### src/hw/rtl/lps_pkg.sv
// ----------------------------------------------------------------------------
// LED pattern sequencer package
// Slot encoding, the effect pattern ROM and the per-LED lane interface types.
// ----------------------------------------------------------------------------
package lps_pkg;

  typedef enum logic [1:0] {
    SLOT_PAIR,
    SLOT_END,
    SLOT_LAST,
    SLOT_LOOP
  } slot_kind_t;

  // dur is the duration in ticks for a pair and the back count for a loop
  typedef struct packed {
    slot_kind_t  kind;
    logic        level;
    logic [7:0]  dur;
  } slot_t;

  localparam logic [2:0] NumPatterns = 3'd5;
  localparam logic [2:0] NumSlots    = 3'd5;

  localparam logic FUNC_TICK  = 1'b0;
  localparam logic FUNC_QUEUE = 1'b1;

  typedef struct packed {
    logic        tick;
    logic        push;
    logic [2:0]  code;
    logic        clr;
  } lane_op_t;

  typedef struct packed {
    logic level;
    logic busy;
  } lane_stat_t;

  function automatic slot_t rom_slot(logic [2:0] pat, logic [2:0] pos);
    logic [2:0] p;
    logic [2:0] q;
    slot_t      s;
    p = (pat >= NumPatterns) ? 3'd0 : pat;
    q = (pos >= NumSlots) ? NumSlots - 3'd1 : pos;
    s = '{SLOT_END, 1'b0, 8'd0};
    case ({p, q})
      6'o00: s = '{SLOT_PAIR, 1'b0, 8'd10};
      6'o10: s = '{SLOT_PAIR, 1'b1, 8'd10};
      6'o20: s = '{SLOT_PAIR, 1'b1, 8'd100};
      6'o21: s = '{SLOT_LAST, 1'b0, 8'd0};
      6'o30: s = '{SLOT_PAIR, 1'b1, 8'd10};
      6'o31: s = '{SLOT_PAIR, 1'b0, 8'd10};
      6'o32: s = '{SLOT_PAIR, 1'b1, 8'd10};
      6'o33: s = '{SLOT_PAIR, 1'b0, 8'd100};
      6'o34: s = '{SLOT_LOOP, 1'b0, 8'd4};
      6'o40: s = '{SLOT_PAIR, 1'b1, 8'd50};
      6'o41: s = '{SLOT_PAIR, 1'b0, 8'd50};
      6'o42: s = '{SLOT_PAIR, 1'b1, 8'd50};
      6'o43: s = '{SLOT_PAIR, 1'b0, 8'd200};
      6'o44: s = '{SLOT_LOOP, 1'b0, 8'd4};
      default: s = '{SLOT_END, 1'b0, 8'd0};
    endcase
    return s;
  endfunction

endpackage

### src/hw/rtl/lps_lane.sv
// ----------------------------------------------------------------------------
// LED pattern sequencer lane
// One LED: command FIFO, pattern position, tick countdown and busy flag.
// ----------------------------------------------------------------------------
module lps_lane
  import lps_pkg::*;
#(
  parameter int QUEUE_DEPTH = 4
) (
  input  logic       clk,
  input  logic       rst_n,
  input  logic       en,
  input  lane_op_t   op,
  output lane_stat_t stat_nxt
);

  localparam int HW = (QUEUE_DEPTH > 1) ? $clog2(QUEUE_DEPTH) : 1;
  localparam int CW = $clog2(QUEUE_DEPTH + 1);

  logic [2:0]    pat_r, pat_nxt;
  logic [2:0]    pos_r, pos_nxt;
  logic [7:0]    tmr_r, tmr_nxt;
  logic          run_r, run_nxt;
  logic [CW-1:0] fill_r, fill_nxt;
  logic [HW-1:0] head_r, head_nxt;
  logic [2:0]    q_r [QUEUE_DEPTH];

  logic          wr_en;
  logic [HW-1:0] wr_idx;
  logic [2:0]    pop_code;
  logic [2:0]    pos_inc;
  slot_t         s_next;
  logic [7:0]    tmr_dec;
  logic [2:0]    tgt;
  logic [CW-1:0] f_eff;
  logic [HW-1:0] h_eff;
  logic [CW:0]   tail_sum;

  assign pop_code = q_r[head_r];
  assign pos_inc  = pos_r + 3'd1;
  assign s_next   = rom_slot(pat_r, pos_inc);
  assign tmr_dec  = (tmr_r != 8'd0) ? tmr_r - 8'd1 : 8'd0;

  always_comb begin
    pat_nxt  = pat_r;
    pos_nxt  = pos_r;
    tmr_nxt  = tmr_r;
    run_nxt  = run_r;
    fill_nxt = fill_r;
    head_nxt = head_r;
    wr_en    = 1'b0;
    tgt      = pos_inc;
    f_eff    = op.clr ? '0 : fill_r;
    h_eff    = op.clr ? '0 : head_r;
    tail_sum = (CW+1)'(h_eff) + (CW+1)'(f_eff);
    wr_idx   = (tail_sum >= (CW+1)'(QUEUE_DEPTH)) ?
               HW'(tail_sum - (CW+1)'(QUEUE_DEPTH)) : HW'(tail_sum);
    if (en && op.tick) begin
      if (!run_r && fill_r != '0) begin
        // idle with work queued: load it, no countdown this tick
        head_nxt = (head_r == HW'(QUEUE_DEPTH - 1)) ? '0 : head_r + 1'b1;
        fill_nxt = fill_r - 1'b1;
        run_nxt  = 1'b1;
        if (pop_code < NumPatterns) begin
          pat_nxt = pop_code;
          pos_nxt = 3'd0;
          tmr_nxt = rom_slot(pop_code, 3'd0).dur;
        end
      end else begin
        tmr_nxt = tmr_dec;
        if (tmr_dec == 8'd0) begin
          if (pos_inc >= NumSlots) begin
            run_nxt = 1'b0;
          end else begin
            case (s_next.kind)
              SLOT_END: run_nxt = 1'b0;
              SLOT_LAST: begin
                pos_nxt = pos_inc;
                run_nxt = 1'b0;
              end
              default: begin
                if (s_next.kind == SLOT_LOOP) begin
                  tgt = (s_next.dur <= {5'd0, pos_inc}) ? pos_inc - s_next.dur[2:0] : 3'd0;
                end
                pos_nxt = tgt;
                tmr_nxt = rom_slot(pat_r, tgt).dur;
              end
            endcase
          end
        end
      end
    end else if (en && op.push) begin
      if (op.clr) begin
        run_nxt  = 1'b0;
        fill_nxt = '0;
        head_nxt = '0;
      end
      // full queue drops the command
      if (f_eff < CW'(QUEUE_DEPTH)) begin
        wr_en    = 1'b1;
        fill_nxt = f_eff + 1'b1;
      end
    end
  end

  always_comb begin
    stat_nxt.level = rom_slot(pat_nxt, pos_nxt).level;
    stat_nxt.busy  = run_nxt;
  end

  always_ff @(posedge clk) begin
    if (!rst_n) begin
      pat_r  <= 3'd0;
      pos_r  <= 3'd0;
      tmr_r  <= 8'd10;
      run_r  <= 1'b0;
      fill_r <= '0;
      head_r <= '0;
    end else begin
      pat_r  <= pat_nxt;
      pos_r  <= pos_nxt;
      tmr_r  <= tmr_nxt;
      run_r  <= run_nxt;
      fill_r <= fill_nxt;
      head_r <= head_nxt;
    end
  end

  always_ff @(posedge clk) begin
    if (wr_en) begin
      q_r[wr_idx] <= op.code;
    end
  end

endmodule

### config.mk
export PLATFORM = sky130hd
export DESIGN_NAME = lps_lane
export DESIGN_NICKNAME = d
export VERILOG_FILES = /design/src/hw/rtl/lps_pkg.sv /design/src/hw/rtl/lps_lane.sv
export SDC_FILE = /design/constraint.sdc
export NUM_CORES = 1
export LEC_CHECK = 0
export BUFFER_PORTS_ARGS = -buffer_cell sky130_fd_sc_hd__buf_2
export CAP_MARGIN = 20
export CORE_MARGIN = 8
export CORE_UTILIZATION = 30
export DETAILED_ROUTE_END_ITERATION = 7
export PLACE_DENSITY = 0.41
export SYNTH_ARGS = -nofsm -noshare
export SYNTH_HDL_FRONTEND = slang
export SYNTH_SLANG_ARGS = --single-unit
### constraint.sdc
create_clock -name clk -period 3.7 [get_ports clk]
set_input_delay 0.37 -clock clk [delete_from_list [all_inputs] [get_ports clk]]
set_output_delay 0.37 -clock clk [all_outputs]
set_load 0.05 [all_outputs]
==> flow_summary_export.csv, run 1 <==
group,metric,value,unit
sta,relSlewSlack,0.520,
sta,max_clock_freq,280,MHz
power_and_ir_drop,p_total,961,uW
global_routing,antenna_found_initial,0,
worst_setup_path,crit_path_end_kind,"output pin",
global_routing,grt_max_degree,13,
global_routing,grt_usage,0.115,
floorplanning,row_count,33,
cells_and_area,mostFrequentLayoutCell,"nor2_1",
placement,place_area,0.00268,mm2
power_and_ir_drop,power_leakage,1.09,nW
worst_setup_path,arrival,3.20,ns
placement,gp_congestion,0.793,
floorplanning,die_area,0.0112,mm2
hold_path,min_delay_path_depth,1,
logic_synthesis,ys_ff_latch,34,
cells_and_area,fin_area,0.00293,mm2
cells_and_area,multi_input_area,0.00162,mm2
drt,ant_nets,0,
hold_path,worstHoldEndpoint,"q_r[2][1]",
logic_synthesis,syn_area_per_cell,8.28,um2
sta,min_period_over_period,0.965,
global_routing,grt_first_pass_wirelength,10500,um
logic_synthesis,yosysSeqAreaShare,0.330,
logic_synthesis,syn-num-nets,315,
cells_and_area,seqCellArea,808,um2
clock_tree,clk_latency,0.29,ns
floorplanning,num_io_pins,11,
flow_run,max_cap_violations,0,
worst_setup_path,critical_path_class,"register to output pin",
sta,final_max_slew_viol_count,0,
hold_path,hold_start,"op[2]",
drt,drtIter0Drc,68,
cells_and_area,fin_nets,339,
floorplanning,start_util,0.303,
floorplanning,coreArea,0.00801,mm2
drt,drt_pre_antenna_iters,4,
cells_and_area,diodes,0,
sta,final_hold_viol_count,0,
worst_setup_path,rrSetupSlack,0.60,ns
floorplanning,die_h,106,um
logic_synthesis,synth_edf_count,12,
clock_tree,cts.clk_slew.worst_paths,0.07,ns
logic_synthesis,async_reset_ff_frac,0,
sta,fin_crit,3.57,ns
logic_synthesis,syn-cell-area,0.00243,mm2
worst_setup_path,rr_startpoint,"pos_r[1]",
worst_setup_path,critPathLaunchType,"register",
cells_and_area,drive_gt1_frac,0.217,
clock_tree,cts_root_buffer,"clkbuf_8",
hold_path,hold_class,"input pin to register",
clock_tree,cts.sinks,34,
power_and_ir_drop,power_density,328,mW/mm2
cells_and_area,fillers,852,
power_and_ir_drop,vdd_drop_max,0.000194,V
drt,route.detailed.drc,0,
drt,wirelength,6480,um
cells_and_area,final_cell_mix,"nor2_1 (37), a21oi_1 (22), nand2_1 (21)",
sta,finalSetupViolCount,0,
drt,vias,2281,
clock_tree,clockBufferDepth,2,
sta,fin_skew,0.00797,ns
worst_setup_path,crit_fanout,7,
worst_setup_path,r2r-end,"tmr_r[6]",
clock_tree,cts_tree,"built",
logic_synthesis,synth_cell_types,58,
global_routing,grt-ovfl-total,0,
worst_setup_path,ff2ff_path_depth,16,
logic_synthesis,ys.flop_type,"dfxtp_1",
drt,wl_per_cell,15.3,um
drt,routed_via_density,5.39,
logic_synthesis,yosysWarnings,0,
status,status,"complete, no violations",
placement,port_buffers,10,
clock_tree,cts_buffers,5,
logic_synthesis,syn-instance-count,293,
sta,worst_pin_slew,0.709,ns
worst_setup_path,required,3.33,ns
cells_and_area,area_growth,20.7,%
floorplanning,die_x,106,um
global_routing,grt_pass1_vias,2179,
placement,place_hpwl,5010,um
clock_tree,cts_max_level,2,
-- kinds of logic (layout without fill, tap and decap cells) --
logic type,count (synthesis),count (layout),share of synthesized area
flip-flops,34,34,0.330
buffers and inverters,27,52,0.0433
adder cells (fa/ha/maj),13,13,0.0670
XOR/XNOR,6,6,0.0217
AO/OA/AOI/OAI,87,87,0.234
AND/OR/NAND/NOR,116,116,0.241
multiplexers,10,10,0.0624
-- report_power, final --
group          total [mW]  internal, mW  switching, mW  leakage (nW)
Clock               0.346         0.200          0.146        0.0504
Combinational       0.189        0.0772          0.112         0.746
Sequential          0.426         0.402         0.0245         0.289
Total               0.961         0.679          0.282          1.09
-- worst max-delay path: stages (launching register included) --
cell and delay [ns]:
dfxtp_4 0.37, ha_2 0.17, xor2_1 0.15, buf_4 0.17, inv_2 0.05, o21ai_0 0.07
a21oi_1 0.14, o21ai_1 0.09, ha_1 0.37, a31o_4 0.20, nand3_4 0.09, a32oi_2 0.23
mux2i_1 0.11, a211o_1 0.28, a211oi_4 0.24, buf_6 0.18
-- cell type report --
class,instances,share of cell area
clock buffers,5,0.0235
clock inverters,3,0.0154
inverters,17,0.0218
multi-input cells,232,0.554
flip-flops and latches,34,0.276
well taps,105,0.0449
repair buffers,27,0.0641
-- Yosys cell counts (6+ instances only) --
library cell  instances  area, um2
a31oi_1               7       43.8
o21ai_0              14       70.1
clkbuf_1              8       30.0
nor2_1               38        143
a21oi_1              22        110
nor2b_1               6       37.5
nand3_1               7       35.0
nand2_1              21       78.8
ha_1                 13        163
nor3_1               13       65.1
inv_1                15       56.3
dfxtp_1              22        440
nand2b_1              7       43.8
edfxtp_1             12        360
o21ai_1               7       35.0
-- flip-flops by register name (all words and copies together), names as in the netlist, named ones only --
register / count
pos_r: 3
fill_r: 3
tmr_r: 8
pat_r: 3
run_r: 1
q_r: 12
head_r: 2
-- through the flow --
stage / instances / setup WS, ns / hold slack (ns) / TNS, ns / utilization
finish: 423 / 0.129 / 0.293 / 0 / 0.366
global route: 423 / -0.0240 / 0.286 / -0.0240 / 0.366
CTS: 419 / 0.00104 / 0.287 / 0 / 0.350
detailed placement: 411 / 0.168 / 0.519 / 0 / 0.334
global placement: 411 / 0.195 / 0.521 / 0 / 0.334
floorplan: 293 / 0.108 / 0.469 / 0 / -
-- routing by layer --
layer | wire (um) | GRT usage | vias up | part of all wire
met2 | 3250 | 0.202 | 55 | 0.50
met1 | 2830 | 0.136 | 1073 | 0.44
met5 | 0 | 0 | - | 0
met3 | 234 | 0.0218 | 18 | 0.036
li1 | - | - | 1135 | -
met4 | 165 | 0.0442 | 0 | 0.025
-- how the worst max path moves through the flow --
stage,start,end,cells past startpoint
6_report,pos_r[1],stat_nxt[1],15
5_1_grt,pos_r[0],stat_nxt[1],14
4_1_cts,pos_r[0],stat_nxt[1],15
3_5_place_dp,pos_r[1],stat_nxt[1],14
3_3_place_gp,pos_r[0],stat_nxt[1],14
2_1_floorplan,pos_r[0],stat_nxt[1],12
-- timing repair --
item                                    CTS  global route
buffers inserted                          0             4
pin swaps                                 0             8
gates resized for setup                   5            22
hold buffers                              0             0
endpoints found under the setup margin    1             1
(Power assumes the default switching activity.)
==> run 2, diff against run 1 <==
CORE_UTILIZATION = 62   (was 30)
PLACE_DENSITY = 0.76   (was 0.41)
==> flow_summary_export.csv, run 2 (same netlist as run 1, synthesis figures left out) <==
group,metric,value,unit
power_and_ir_drop,power_leakage,1.14,nW
sta,relSlewSlack,0.556,
floorplanning,num_io_pins,11,
worst_setup_path,critPathLaunchType,"register",
worst_setup_path,rrSetupSlack,0.27,ns
cells_and_area,layoutNonFillerInstCount,370,
cells_and_area,largest_reg_flops,12,
global_routing,use_met2,0.342,
floorplanning,start_util,0.653,
floorplanning,die_h,78.6,um
clock_tree,cts_root_buffer,"clkbuf_8",
drt,routed_via_density,6.71,
worst_setup_path,arrival,3.34,ns
global_routing,grt-busiest-layer,"met2",
cells_and_area,diodes,0,
clock_tree,clockBufferDepth,2,
placement,gp_congestion,0.882,
cells_and_area,drive_gt1_frac,0.245,
power_and_ir_drop,power_density,346,mW/mm2
floorplanning,die_area,0.00617,mm2
worst_setup_path,critical_path_class,"register to output pin",
hold_path,hold_class,"input pin to register",
sta,max_clock_freq,269,MHz
drt,ant_nets,0,
global_routing,grt_usage,0.197,
sta,fin_skew,0.00409,ns
power_and_ir_drop,p_total,1.04,mW
sta,fin_crit,3.71,ns
clock_tree,cts_buffers,5,
floorplanning,coreArea,0.00372,mm2
clock_tree,cts_tree,"built",
placement,place_inst,347,
sta,fin_setup_tns,-0.0146,ns
placement,port_buffers,10,
drt,wl_per_cell,19.2,um
worst_setup_path,crit_path_end_kind,"output pin",
drt,drtIter0Drc,389,
drt,drt_pre_antenna_iters,6,
cells_and_area,mostFrequentLayoutCell,"nor2_1",
drt,wirelength,7090,um
sta,setup_slack,-0.0146,ns
flow_run,max_cap_violations,0,
status,violations,"setup timing",
worst_setup_path,crit_fanout,5,
global_routing,grt_max_degree,13,
floorplanning,die_x,78.6,um
sta,finalSetupViolCount,1,
placement,place_hpwl,4260,um
global_routing,grt_pass1_vias,2143,
sta,rsz0062_at_grt,"true",
status,status,"finished, violations left",
cells_and_area,final_cell_mix,"nor2_1 (37), nand2_1 (21), a21oi_1 (20)",
global_routing,grt-ovfl-total,0,
worst_setup_path,required,3.33,ns
sta,final_max_slew_viol_count,0,
clock_tree,cts.sinks,34,
sta,worst_pin_slew,0.656,ns
cells_and_area,reg.largest.list,"q_r: 12 flops, tmr_r: 8 flops",
drt,route.detailed.drc,0,
floorplanning,row_count,22,
global_routing,antenna_found_initial,0,
clock_tree,cts.clk_slew.worst_paths,0.07,ns
clock_tree,holdBufCountCts,0,
global_routing,met1_usage,0.235,
power_and_ir_drop,vdd_drop_max,0.000368,V
sta,min_period_over_period,1.00,
cells_and_area,top_register,"q_r",
global_routing,grt_first_pass_wirelength,9930,um
drt,vias,2481,
global_routing,met3_usage,0.0467,
sta,final_hold_viol_count,0,
cells_and_area,area_growth,24.0,%
clock_tree,cts_max_level,2,
cells_and_area,fin_nets,343,
clock_tree,clk_latency,0.30,ns
## run 2: final cells by class
| class | count | area [um2] |
|---|---|---|
| clock buffer | 5 | 68.8 |
| clock inverter | 3 | 68.8 |
| fill | 232 | 708 |
| inverter | 17 | 68.8 |
| multi-input combinational | 232 | 1700 |
| sequential | 34 | 810 |
| tap | 48 | 60.1 |
| timing repair buffer | 31 | 229 |
## run 2: where the power goes
group          internal, mW  switching [mW]  leakage [nW]  total [mW]
clock                 0.270           0.155        0.0683       0.425
combinational        0.0758           0.112         0.780       0.188
sequential            0.402          0.0263         0.290       0.428
## run 2: final timing paths
| check | end | startpoint | cells past startpoint |
|---|---|---|---|
| worst max-delay path | stat_nxt[1] | pos_r[1] | 14 |
| worst min-delay path | q_r[2][2] | op[3] | 1 |
| worst max register to register | tmr_r[6] | pos_r[1] | 17 |
| worst min register to register | tmr_r[7] | tmr_r[7] | 2 |
## run 2: routing by layer
| metal | share of wire | vias to the layer above |
|---|---|---|
| met1 | 0.38 | 1125 |
| li1 | - | 1141 |
| met3 | 0.092 | 38 |
| met4 | 0.039 | 0 |
| met5 | 0 | - |
| met2 | 0.48 | 177 |
## run 2: worst max-delay path, stage by stage, from the launching register on
cell      delay, ns
dfxtp_4        0.37
ha_4           0.17
xor2_2         0.18
buf_6          0.16
nor4_4         0.21
a21oi_2        0.07
o21ai_2        0.26
ha_4           0.24
mux2i_4        0.26
nor2_2         0.06
a32oi_2        0.22
mux2i_1        0.12
a211o_1        0.28
a211oi_4       0.25
buf_6          0.19
## run 2: timing repair
action,4_1_cts,5_1_grt
setup endpoints to repair,1,1
cloned,0,1
pin swaps,3,12
buffers inserted,2,12
resized for setup,10,36
## run 2: stage by stage
step | utilization | hold WS, ns | cell area, um2 | setup slack [ns]
after detailed placement | 0.687 | 0.511 | 2550 | 0.0603
after CTS | 0.735 | 0.287 | 2730 | 0.00238
after global placement | 0.687 | 0.508 | 2550 | 0.187
final | 0.809 | 0.287 | 3010 | -0.0146
after global routing | 0.809 | 0.280 | 3010 | -0.212
after floorplan | - | 0.469 | 2440 | 0.108
